File: config.mk
export PLATFORM = sky130hd
export DESIGN_NAME = adc_parallel_read_sequencer_unit
export DESIGN_NICKNAME = d
export VERILOG_FILES = /design/src/sv/aprs_pkg.sv /design/src/sv/adc_parallel_read_sequencer_unit.sv
export VERILOG_INCLUDE_DIRS = /design/src /design/src/sv
export SDC_FILE = /design/constraint.sdc
export NUM_CORES = 1
export LEC_CHECK = 0
export BUFFER_PORTS_ARGS = -buffer_cell sky130_fd_sc_hd__buf_2
export CELL_PAD_IN_SITES_DETAIL_PLACEMENT = 1
export CELL_PAD_IN_SITES_GLOBAL_PLACEMENT = 1
export CORE_AREA = 4 4 107 109
export DETAILED_ROUTE_END_ITERATION = 16
export DIE_AREA = 0 0 111 113
export GPL_TIMING_DRIVEN = 0
export PLACE_DENSITY = 0.89
export SYNTH_ARGS = -nofsm -noshare
export SYNTH_HDL_FRONTEND = slang
export SYNTH_SLANG_ARGS = --single-unit
File: constraint.sdc
create_clock -name clock -period 9.6 [get_ports clock]
set_input_delay 2.88 -clock clock [delete_from_list [all_inputs] [get_ports clock]]
set_output_delay 2.88 -clock clock [all_outputs]
set_load 0.02 [all_outputs]
File: src/sv/adc_parallel_read_sequencer_unit_macros.svh
// Assertion macros shared by the sequencer RTL.
`ifndef ADC_PARALLEL_READ_SEQUENCER_UNIT_MACROS_SVH
`define ADC_PARALLEL_READ_SEQUENCER_UNIT_MACROS_SVH

// The property must hold in the same cycle as its trigger.
`define APRS_ASSERT_SAME(label, clk, rst, trig, cond, msg) \
   label: assert property (@(posedge clk) disable iff (rst) (trig) |-> (cond)) \
      else $error(msg);

// The property must hold in the cycle after its trigger.
`define APRS_ASSERT_NEXT(label, clk, rst, trig, cond, msg) \
   label: assert property (@(posedge clk) disable iff (rst) (trig) |=> (cond)) \
      else $error(msg);

`endif

File: src/sv/aprs_pkg.sv
package aprs_pkg;

   localparam int DATA_W    = 16;
   localparam int TICK_W    = 10;
   localparam int CH_W      = 3;
   localparam int OS_W      = 3;
   localparam int CSR_IDX_W = 3;

   localparam logic [OS_W-1:0] OS_CODE_INVALID = 3'd7;

   typedef enum logic [CSR_IDX_W-1:0] {
      CSR_CONVERT_PULSE = 3'd0,
      CSR_SETTLE        = 3'd1,
      CSR_SELECT_SETUP  = 3'd2,
      CSR_STROBE_LOW    = 3'd3,
      CSR_STROBE_HIGH   = 3'd4,
      CSR_OVERSAMPLE    = 3'd5
   } csr_index_type;

   typedef enum logic [6:0] {
      PH_IDLE      = 7'b0000001,
      PH_CONVERT   = 7'b0000010,
      PH_SETTLE    = 7'b0000100,
      PH_WAIT_BUSY = 7'b0001000,
      PH_SETUP     = 7'b0010000,
      PH_STB_LOW   = 7'b0100000,
      PH_STB_HIGH  = 7'b1000000
   } phase_type;

   typedef struct packed {
      logic              start_request;
      logic              busy_pin;
      logic [DATA_W-1:0] data_bus;
   } req_type;

   typedef struct packed {
      logic                     convert_level;
      logic                     select_level;
      logic                     strobe_level;
      logic [OS_W-1:0]          oversample_pins;
      logic                     sample_valid;
      logic [CH_W-1:0]          channel_index;
      logic signed [DATA_W-1:0] sample_value;
      logic                     last_channel;
      logic                     sequencer_busy;
   } rsp_type;

endpackage

File: src/sv/adc_parallel_read_sequencer_unit.sv
// Parallel-bus readout sequencer for a multichannel simultaneous-sampling ADC.
// Each req item is one tick of pin sampling: start request, busy pin and the
// data bus. Each accepted item produces exactly one rsp item holding the pin
// levels to drive for that tick and, on a capture tick, a signed sample with
// its channel number and a last-channel mark.
// A start request in idle pulses convert low, waits the settle time, waits
// for busy to fall, lowers chip select and strobes out every channel.
// The single result register makes rsp valid in the cycle after req
// acceptance, and one item is taken every cycle while the result is not stalled.
// If rsp_ready is low, the result register holds and req_ready drops until
// the waiting item is taken. The csr port writes the timing registers and is
// always ready; a write of code 7 to the oversampling register is ignored.
// Synchronous reset returns the sequencer to idle, empties the result
// register and restores the register defaults.
`include "adc_parallel_read_sequencer_unit_macros.svh"

module adc_parallel_read_sequencer_unit
   import aprs_pkg::*;
#(
   parameter int NUM_CHANNELS = 8,
   parameter int SAMPLE_BITS  = 16
) (
   input  logic                 clock,
   input  logic                 reset,
   input  logic                 req_valid,
   output logic                 req_ready,
   input  req_type              req_data,
   output logic                 rsp_valid,
   input  logic                 rsp_ready,
   output rsp_type              rsp_data,
   input  logic                 csr_valid,
   output logic                 csr_ready,
   input  logic [CSR_IDX_W-1:0] csr_index,
   input  logic [TICK_W-1:0]    csr_data
);

   localparam int              SHIFT   = DATA_W - SAMPLE_BITS;
   localparam logic [CH_W-1:0] LAST_CH = CH_W'(NUM_CHANNELS - 1);

   logic [TICK_W-1:0] convert_ticks_ff, settle_ticks_ff, setup_ticks_ff;
   logic [TICK_W-1:0] strobe_low_ff, strobe_high_ff;
   logic [OS_W-1:0]   os_code_ff;

   phase_type         phase_ff, phase_in;
   logic [TICK_W-1:0] phase_ticks_ff, phase_ticks_in;
   logic [CH_W-1:0]   channel_count_ff, channel_count_in;
   logic              rsp_valid_ff, rsp_valid_in;
   rsp_type           rsp_data_ff, rsp_data_in;

   logic                     accept;
   logic [TICK_W-1:0]        tick_next, tick_limit;
   logic                     tick_done;
   logic signed [DATA_W-1:0] bus_aligned, sample_ext;

   assign req_ready = !rsp_valid_ff || rsp_ready;
   assign accept    = req_valid && req_ready;
   assign csr_ready = 1'b1;
   assign rsp_valid = rsp_valid_ff;
   assign rsp_data  = rsp_data_ff;

   assign bus_aligned = signed'(req_data.data_bus << SHIFT);
   assign sample_ext  = bus_aligned >>> SHIFT;

   always_ff @(posedge clock) begin
      if (reset) begin
         convert_ticks_ff <= TICK_W'(4);
         settle_ticks_ff  <= TICK_W'(2);
         setup_ticks_ff   <= TICK_W'(2);
         strobe_low_ff    <= TICK_W'(2);
         strobe_high_ff   <= TICK_W'(2);
         os_code_ff       <= '0;
      end else if (csr_valid && csr_ready) begin
         unique case (csr_index)
            CSR_CONVERT_PULSE: convert_ticks_ff <= csr_data;
            CSR_SETTLE:        settle_ticks_ff  <= csr_data;
            CSR_SELECT_SETUP:  setup_ticks_ff   <= csr_data;
            CSR_STROBE_LOW:    strobe_low_ff    <= csr_data;
            CSR_STROBE_HIGH:   strobe_high_ff   <= csr_data;
            CSR_OVERSAMPLE: begin
               if (csr_data[OS_W-1:0] != OS_CODE_INVALID) begin
                  os_code_ff <= csr_data[OS_W-1:0];
               end
            end
            default: ;
         endcase
      end
   end

   always_comb begin
      unique case (phase_ff)
         PH_CONVERT:  tick_limit = convert_ticks_ff;
         PH_SETTLE:   tick_limit = settle_ticks_ff;
         PH_SETUP:    tick_limit = setup_ticks_ff;
         PH_STB_LOW:  tick_limit = strobe_low_ff;
         PH_STB_HIGH: tick_limit = strobe_high_ff;
         default:     tick_limit = '0;
      endcase
      tick_next = phase_ticks_ff + TICK_W'(1);
      tick_done = (tick_next >= tick_limit) || (tick_next == '0);
   end

   always_comb begin
      phase_in         = phase_ff;
      phase_ticks_in   = tick_done ? '0 : tick_next;
      channel_count_in = channel_count_ff;

      rsp_data_in                 = '0;
      rsp_data_in.convert_level   = 1'b1;
      rsp_data_in.select_level    = 1'b1;
      rsp_data_in.strobe_level    = 1'b1;
      rsp_data_in.oversample_pins = os_code_ff;
      rsp_data_in.sequencer_busy  = (phase_ff != PH_IDLE);

      unique case (phase_ff)
         PH_CONVERT: begin
            rsp_data_in.convert_level = 1'b0;
            if (tick_done) begin
               phase_in = PH_SETTLE;
            end
         end
         PH_SETTLE: begin
            if (tick_done) begin
               phase_in = PH_WAIT_BUSY;
            end
         end
         PH_WAIT_BUSY: begin
            phase_ticks_in = phase_ticks_ff;
            if (!req_data.busy_pin) begin
               phase_in         = PH_SETUP;
               phase_ticks_in   = '0;
               channel_count_in = '0;
            end
         end
         PH_SETUP: begin
            rsp_data_in.select_level = 1'b0;
            if (tick_done) begin
               phase_in = PH_STB_LOW;
            end
         end
         PH_STB_LOW: begin
            rsp_data_in.select_level = 1'b0;
            rsp_data_in.strobe_level = 1'b0;
            if (tick_done) begin
               phase_in = PH_STB_HIGH;
            end
         end
         PH_STB_HIGH: begin
            rsp_data_in.select_level = 1'b0;
            if (tick_done) begin
               rsp_data_in.sample_valid  = 1'b1;
               rsp_data_in.channel_index = channel_count_ff;
               rsp_data_in.sample_value  = sample_ext;
               if (channel_count_ff == LAST_CH) begin
                  rsp_data_in.last_channel = 1'b1;
                  channel_count_in         = '0;
                  phase_in                 = PH_IDLE;
               end else begin
                  channel_count_in = channel_count_ff + CH_W'(1);
                  phase_in         = PH_STB_LOW;
               end
            end
         end
         PH_IDLE: begin
            phase_ticks_in   = '0;
            channel_count_in = '0;
            if (req_data.start_request) begin
               phase_in = PH_CONVERT;
            end
         end
         default: begin
            phase_ticks_in   = '0;
            channel_count_in = '0;
            phase_in         = req_data.start_request ? PH_CONVERT : PH_IDLE;
         end
      endcase

      if (accept) begin
         rsp_valid_in = 1'b1;
      end else if (rsp_ready) begin
         rsp_valid_in = 1'b0;
      end else begin
         rsp_valid_in = rsp_valid_ff;
      end
   end

   always_ff @(posedge clock) begin
      if (reset) begin
         phase_ff         <= PH_IDLE;
         phase_ticks_ff   <= '0;
         channel_count_ff <= '0;
         rsp_valid_ff     <= 1'b0;
      end else begin
         rsp_valid_ff <= rsp_valid_in;
         if (accept) begin
            phase_ff         <= phase_in;
            phase_ticks_ff   <= phase_ticks_in;
            channel_count_ff <= channel_count_in;
         end
      end
   end

   always_ff @(posedge clock) begin
      if (accept) begin
         rsp_data_ff <= rsp_data_in;
      end
   end

   `APRS_ASSERT_SAME(a_no_overwrite, clock, reset, rsp_valid_ff && !rsp_ready, !req_ready, "result register would be overwritten while stalled")
   `APRS_ASSERT_SAME(a_capture_pins, clock, reset, rsp_valid && rsp_data.sample_valid, !rsp_data.select_level && rsp_data.strobe_level, "sample given outside the strobe high phase")
   `APRS_ASSERT_SAME(a_last_chan, clock, reset, rsp_valid && rsp_data.last_channel, rsp_data.sample_valid && (rsp_data.channel_index == LAST_CH), "last channel mark on a wrong sample")
   `APRS_ASSERT_NEXT(a_start, clock, reset, accept && (phase_ff == PH_IDLE) && req_data.start_request, phase_ff == PH_CONVERT, "start request in idle did not begin the convert pulse")

endmodule

==> impl_metrics.py, run 1 <==
metrics = {
    "floorplanning": {
        "dieHeight_um": 113,
        "floorplan.initialDensity_pct": 43.9,
        "boundaryPins": 67,
        "num_rows": 38,
        "fp.coreArea_um2": 10600,
        "die_width_um": 111,
        "floorplan.die_area_um2": 12500,
    },
    "sta": {
        "finalCritPeriodShare_pct": 64.9,
        "worst_pin_slew_ns": 0.792,
        "rsz0062_at_grt": "no",
        "timing_max_transition_violations_final": 0,
        "final_sum_of_negative_setup_slack_ns": 0,
        "fmaxAchievable_mhz": 161,
        "final.setup_skew_ns": 0.0119,
        "worst_slew_margin_rel_pct": 47.0,
        "finalCriticalPeriod_ns": 6.23,
        "setup_ws_ns": 3.37,
        "setup_viol": 0,
        "hold_viol": 0,
    },
    "placed_design": {
        "place.detailed.hpwl_um": 9780,
        "pre_cts_worst_setup_slack_ns": 3.37,
        "gp_congestion": 0.850,
        "placed_cell_area_um2": 5140,
        "numPortBuffers": 62,
    },
    "clocking": {
        "cts_buffer_depth": 2,
        "clock_tree.root_cell": "sky130_fd_sc_hd__clkbuf_8",
        "cts.sinks": 102,
        "clk_latency_ns": 0.38,
        "cts-htree-levels": 3,
        "clk_pin_slew_ns": 0.09,
        "tritoncts_clock_tree": "yes",
        "post_cts_hold_buffers": 0,
        "post_cts_resize_count": 0,
        "cts_made_buffers": 9,
        "post-cts-setup-buffers": 0,
    },
    "status": {
        "outcome": "finished clean",
    },
    "detailed_routing": {
        "detailed_router_s_first_iteration_violation_count": 212,
        "detailedRoute.firstPassIterationCount": 7,
        "post_drt_wl_per_cell_um": 18.4,
        "routed_wirelength_um": 13600,
        "route.detailed.drc": 0,
        "number_of_routed_nets_with_antenna_violations": 0,
        "vias_per_cell": 5.59,
        "routed-via-count": 4133,
    },
    "synthesis": {
        "synthTopCellsByArea": "sky130_fd_sc_hd__dfxtp_1 (32%), sky130_fd_sc_hd__edfxtp_1 (18%), sky130_fd_sc_hd__nand2_1 (11%)",
        "synth-seq-area-share_pct": 49.9,
        "synth_area_um2": 4660,
        "yosysWarningCount": 0,
        "yosys.area.top_type": "sky130_fd_sc_hd__dfxtp_1",
        "synth_cell_types": 59,
        "asyncSetResetFlopFracSynth_pct": 0,
        "synth_edf_count": 28,
        "syn-num-nets": 572,
        "synth_top_flop_cell": "sky130_fd_sc_hd__dfxtp_1",
        "netlist_instances": 523,
        "number_of_synthesized_register_bits": 102,
        "synth_top_area_share_pct": 31.8,
        "syn_avg_cell_area_um2": 8.90,
    },
    "critical_path": {
        "worst_setup_path_type": "input pin to output port",
        "crit_path_max_fanout": 4,
        "cp_data_required_time_ns": 6.72,
        "critical_path.endpoint_type": "output port",
        "startpoint_type": "input pin",
        "cp_data_arrival_time_ns": 3.35,
    },
    "power": {
        "p_total_w": 0.000780,
        "power.ir.vdd_worst_mv": 0.0941,
        "total_leakage_power_nw": 1.96,
        "power_density_nw_per_um2": 147,
    },
    "layout": {
        "drive_above_1_share_pct": 15.2,
        "antenna_cells_inserted": 0,
        "area.growth.synth_to_final_pct": 14.0,
        "finish.net_count": 645,
        "post-route-cell-area_um2": 5310,
        "fillCellCount": 1307,
    },
    "global_routing": {
        "grt_usage_pct": 22.4,
        "grt_pass1_wl_um": 22500,
        "antenna_found_initial": 0,
        "grt-ovfl-total": 0,
        "grt_pass1_vias": 4425,
        "grt_max_degree": 30,
    },
    "job": {
        "timing.max_cap.violations": 0,
    },
    "worst_hold_path": {
        "type_of_the_worst_min_delay_path": "flip-flop to flip-flop",
    },
}
-- cells in the final DEF, fill, tap and decap left out, types with 3 or more instances in the layout --
cell type,Yosys,final
sky130_fd_sc_hd__nand3_1,12,12
sky130_fd_sc_hd__o21ai_0,10,10
sky130_fd_sc_hd__clkbuf_8,0,10
sky130_fd_sc_hd__ha_1,13,13
sky130_fd_sc_hd__and2_1,21,20
sky130_fd_sc_hd__edfxtp_1,28,28
sky130_fd_sc_hd__nand2_1,137,137
sky130_fd_sc_hd__and3_1,12,12
sky130_fd_sc_hd__xnor2_1,3,3
sky130_fd_sc_hd__nor2b_1,5,5
sky130_fd_sc_hd__xor2_1,5,5
sky130_fd_sc_hd__buf_2,1,63
sky130_fd_sc_hd__buf_4,4,4
sky130_fd_sc_hd__o32ai_1,3,3
sky130_fd_sc_hd__nor3_1,9,9
sky130_fd_sc_hd__nor2_1,20,20
sky130_fd_sc_hd__a211oi_1,3,3
sky130_fd_sc_hd__or3_1,7,7
sky130_fd_sc_hd__a32o_1,3,3
sky130_fd_sc_hd__nand3b_1,5,5
sky130_fd_sc_hd__clkbuf_1,21,23
sky130_fd_sc_hd__nand4_1,3,3
sky130_fd_sc_hd__inv_1,11,11
sky130_fd_sc_hd__a21oi_1,57,57
sky130_fd_sc_hd__nand2b_1,5,5
sky130_fd_sc_hd__dfxtp_1,74,74
sky130_fd_sc_hd__a222oi_1,10,10
-- metal layers --
layer / vias up / part of all wire (%) / global-route usage (%)
met4: 0 / 2.0 / 7.64
met1: 2024 / 41 / 26.2
met5: - / 0 / 0
met3: 25 / 4.2 / 4.81
met2: 103 / 52 / 40.9
li1: 1981 / - / -
-- stage by stage --
stage	std cells	utilization, %	hold slack, ns
after floorplan	523	-	0.409
after global placement	725	48.5	0.416
after detailed placement	725	48.5	0.422
after CTS	740	50.1	0.446
after global routing	740	50.1	0.463
final	740	50.1	0.442
-- registers in the layout, summed over array words and instances (netlist names) --
register	cells
channel_count_ff	3
convert_ticks_ff	10
os_code_ff	3
phase_ff	7
phase_ticks_ff	10
rsp_data	28
rsp_valid	1
settle_ticks_ff	10
setup_ticks_ff	10
strobe_high_ff	10
strobe_low_ff	10
-- critical path, cell delays in order --
cell	delay [ns]
sky130_fd_sc_hd__buf_2	0.09
sky130_fd_sc_hd__nand2b_1	0.19
sky130_fd_sc_hd__buf_2	0.19
-- where the power goes --
part	internal [W]	total (W)	switching (W)	leakage [nW]
sequential	0.000453	0.000460	0.00000686	0.873
clock	0.000101	0.000249	0.000149	0.0828
combinational	0.0000229	0.0000705	0.0000476	1.01
total	0.000577	0.000780	0.000203	1.96
-- area by class of cell --
| cell class | count | area, µm² | area share (%) |
|---|---|---|---|
| flip-flops and latches | 102 | 2320 | 43.7 |
| repair buffers | 62 | 310 | 5.84 |
| multi-input cells | 383 | 2180 | 41.0 |
| inverters | 11 | 41.3 | 0.778 |
| clock inverters | 3 | 21.3 | 0.401 |
| plain buffers | 27 | 118 | 2.21 |
| clock buffers | 12 | 145 | 2.73 |
| well taps | 140 | 175 | 3.30 |
-- cells by family after synthesis --
kind of cell,Yosys count,synth area share (%)
and+or+nand+nor,258,27.6
AOI/OAI and AO/OA,102,13.9
DFF,102,49.9
buffers and inverters,38,3.41
adders and majority gates,13,3.49
xor gates and xnor gates,8,1.50
other,1,0.0805
muxes,1,0.215
-- Yosys cell counts (all sizes together) (3+ instances only) --
cell    number
a211oi       3
a21oi       57
a222oi      10
a32o         3
and2        21
and3        13
buf          6
clkbuf      21
dfxtp       74
edfxtp      28
ha          13
inv         11
nand2      137
nand2b       5
nand3       12
nand3b       6
nand4        3
nor2        20
nor2b        5
nor3        10
nor4         3
o21ai       12
o32ai        3
or3          7
xnor2        3
xor2         5
-- final timing paths --
path | slack, ns | to | cells past startpoint | from
hold reg to reg | 0.44 | rsp_data[24]$_DFFE_PP_ | 0 | os_code_ff[2]$_SDFFE_PP0P_
hold / removal | 0.44 | rsp_data[24]$_DFFE_PP_ | 0 | os_code_ff[2]$_SDFFE_PP0P_
setup / recovery | 3.37 | req_ready | 3 | rsp_ready
setup reg to reg | 4.89 | channel_count_ff[0]$_SDFFE_PP0P_ | 13 | phase_ff[6]$_SDFFE_PP0P_
Power figures use the tool's default switching activity.
==> inputs of run 2 (changes only) <==
--- a/config.mk
+++ b/config.mk
@@ -9,11 +9,11 @@
 export BUFFER_PORTS_ARGS = -buffer_cell sky130_fd_sc_hd__buf_2
 export CELL_PAD_IN_SITES_DETAIL_PLACEMENT = 1
 export CELL_PAD_IN_SITES_GLOBAL_PLACEMENT = 1
-export CORE_AREA = 4 4 107 109
+export CORE_AREA = 4 4 110 112
 export DETAILED_ROUTE_END_ITERATION = 16
-export DIE_AREA = 0 0 111 113
+export DIE_AREA = 0 0 114 116
 export GPL_TIMING_DRIVEN = 0
-export PLACE_DENSITY = 0.89
+export PLACE_DENSITY = 0.85
 export SYNTH_ARGS = -nofsm -noshare
 export SYNTH_HDL_FRONTEND = slang
 export SYNTH_SLANG_ARGS = --single-unit
==> constraint.sdc (replaced) <==
create_clock -name clock -period 5.98 [get_ports clock]
set_input_delay 1.794 -clock clock [delete_from_list [all_inputs] [get_ports clock]]
set_output_delay 1.794 -clock clock [all_outputs]
set_load 0.02 [all_outputs]
==> run 2 against run 1 <==
Clock skew decreased by 0.0023 ns. Sequential share of layout area decreased by 1.2 points. Power increased by 87%. Critical path type is now flip-flop to flip-flop. Highest routed layer unchanged.
==> impl_metrics.py, run 2 (synthesis results as in run 1) <==
metrics = {
    "power": {
        "power.clock.fraction_pct": 41.7,
        "seq_power_share_pct": 50.7,
        "power.ir.vdd_worst_mv": 0.208,
        "power_switching_w": 0.000342,
        "cell_internal_pwr_w": 0.00111,
        "power.switching_fraction_pct": 23.5,
        "power.combinational.fraction_pct": 7.6,
        "power_density_nw_per_um2": 267,
        "total_leakage_power_nw": 2.03,
    },
    "placed_design": {
        "place.detailed.hpwl_um": 9350,
        "gp_congestion": 0.864,
        "numPortBuffers": 62,
        "numPlacedInstances": 728,
    },
    "critical_path": {
        "reg2regPathDepth": 13,
        "worst_setup_path_type": "flip-flop to flip-flop",
        "crit_path_start": "phase_ff[6]$_SDFFE_PP0P_",
        "critical_path.reg2reg.startpoint": "phase_ff[6]$_SDFFE_PP0P_",
        "startpoint_type": "flip-flop",
        "timing.critical_path.depth": 13,
        "rrSetupSlack_ns": 1.50,
        "cp_data_arrival_time_ns": 4.72,
        "crit_path_max_fanout": 10,
        "critical_path.endpoint_type": "flip-flop",
        "slowest_delay_ns": 0.45,
        "worstPathCellList": "nor4_4, nor4bb_1, clkbuf_1, a222oi_1, and3_1, ha_1, a21oi_1, a211oi_1, or3_1, nor3_1, clkbuf_1, a21oi_1, o32ai_1",
        "endpoint_of_the_most_critical_setup_path": "channel_count_ff[2]$_SDFFE_PP0P_",
        "cp.buffers_inverters": 2,
        "crit_path_top_delay_cell": "sky130_fd_sc_hd__nor4bb_1",
        "reg2reg_to": "channel_count_ff[2]$_SDFFE_PP0P_",
        "path_delay_family": "simple AND/OR/NAND/NOR gates",
        "cp_data_required_time_ns": 6.23,
    },
    "global_routing": {
        "antenna_found_initial": 0,
        "grt_max_degree": 30,
        "grt_usage_pct": 19.6,
        "grt_pass1_wl_um": 20400,
        "grt_pass1_vias": 4137,
        "grt-ovfl-total": 0,
    },
    "sta": {
        "worst_slew_margin_rel_pct": 18.0,
        "hold_viol": 0,
        "worst_pin_slew_ns": 1.23,
        "rsz0062_at_grt": "no",
        "final_sum_of_negative_setup_slack_ns": 0,
        "final.setup_skew_ns": 0.00963,
        "finalCritPeriodShare_pct": 74.9,
        "setup_viol": 0,
        "fmaxAchievable_mhz": 223,
        "timing_max_transition_violations_final": 0,
        "finalCriticalPeriod_ns": 4.48,
    },
    "layout": {
        "layout_common_cells": "sky130_fd_sc_hd__nand2_1 (137), sky130_fd_sc_hd__dfxtp_1 (74), sky130_fd_sc_hd__buf_2 (63)",
        "antenna_cells_inserted": 0,
        "drive_above_1_share_pct": 15.3,
        "multiInputGateArea_um2": 2180,
        "area.growth.synth_to_final_pct": 17.2,
        "layout.cells.most_common": "sky130_fd_sc_hd__nand2_1",
        "max_reg_flops": 28,
        "fillCellCount": 1372,
        "post_layout_nonfiller_instances": 744,
        "ff_latch_area_um2": 2320,
        "finish.net_count": 645,
    },
    "clocking": {
        "clock_tree.root_cell": "sky130_fd_sc_hd__clkbuf_16",
        "cts_buffer_depth": 2,
        "clk_pin_slew_ns": 0.07,
        "tritoncts_clock_tree": "yes",
        "post_cts_hold_buffers": 0,
        "cts.sinks": 102,
        "cts-htree-levels": 3,
        "post-cts-setup-buffers": 0,
        "cts_made_buffers": 9,
        "clk_latency_ns": 0.35,
        "post_cts_resize_count": 0,
    },
    "floorplanning": {
        "die_width_um": 114,
        "fp.coreArea_um2": 11200,
        "floorplan.initialDensity_pct": 41.5,
        "boundaryPins": 67,
        "num_rows": 39,
        "floorplan.die_area_um2": 13200,
        "dieHeight_um": 116,
    },
    "detailed_routing": {
        "post_drt_wl_per_cell_um": 16.9,
        "routed-via-count": 4057,
        "detailed_router_s_first_iteration_violation_count": 215,
        "detailedRoute.firstPassIterationCount": 5,
        "routed_wirelength_um": 12600,
        "route.detailed.drc": 0,
        "number_of_routed_nets_with_antenna_violations": 0,
        "vias_per_cell": 5.45,
    },
    "job": {
        "timing.max_cap.violations": 0,
    },
    "status": {
        "outcome": "finished clean",
    },
    "worst_hold_path": {
        "worst_hold_startpoint": "os_code_ff[2]$_SDFFE_PP0P_",
        "type_of_the_worst_min_delay_path": "flip-flop to flip-flop",
    },
}
## run 2: final cells by class
| class | instances | share of cell area [%] |
|---|---|---|
| clock buffer | 11 | 4.65 |
| clock inverter | 5 | 1.03 |
| multi-input combinational | 383 | 39.9 |
| buffer | 27 | 2.16 |
| tap | 143 | 3.28 |
| sequential | 102 | 42.6 |
| inverter | 11 | 0.757 |
| timing repair buffer | 62 | 5.69 |
## run 2: power by group through the flow
stage               combinational [W]  sequential, W  clock, W
CTS                          0.000111       0.000739  0.000617
global placement             0.000106       0.000753         0
floorplan                   0.0000550       0.000764         0
finish                       0.000110       0.000738  0.000608
detailed placement           0.000110       0.000754         0
global route                 0.000122       0.000740  0.000646
## run 2: through the flow
step,cell area (µm²),hold WS [ns],total power [W],setup slack [ns],util [%]
after floorplan,4660,0.409,0.000819,1.95,-
after global placement,5150,0.419,0.000859,1.57,45.9
after detailed placement,5150,0.439,0.000865,1.51,45.9
after CTS,5460,0.455,0.00147,1.51,48.6
after global routing,5460,0.468,0.00151,1.14,48.6
final,5460,0.447,0.00146,1.50,48.6
## run 2: how the worst min path moves through the flow
stage	cells after the start	slack (ns)	endpoint
floorplan	0	0.41	rsp_data[22]$_DFFE_PP_
global placement	0	0.42	rsp_data[24]$_DFFE_PP_
detailed placement	0	0.44	rsp_data[24]$_DFFE_PP_
CTS	0	0.45	rsp_data[24]$_DFFE_PP_
global route	0	0.47	rsp_data[23]$_DFFE_PP_
finish	0	0.45	rsp_data[24]$_DFFE_PP_
## run 2: metal layers
layer	wire [µm]	global-route usage [%]	vias up
met5	0	0	-
met4	165	5.78	0
met3	685	3.66	15
met2	6340	35.6	104
met1	5390	23.5	1956
li1	-	-	1982
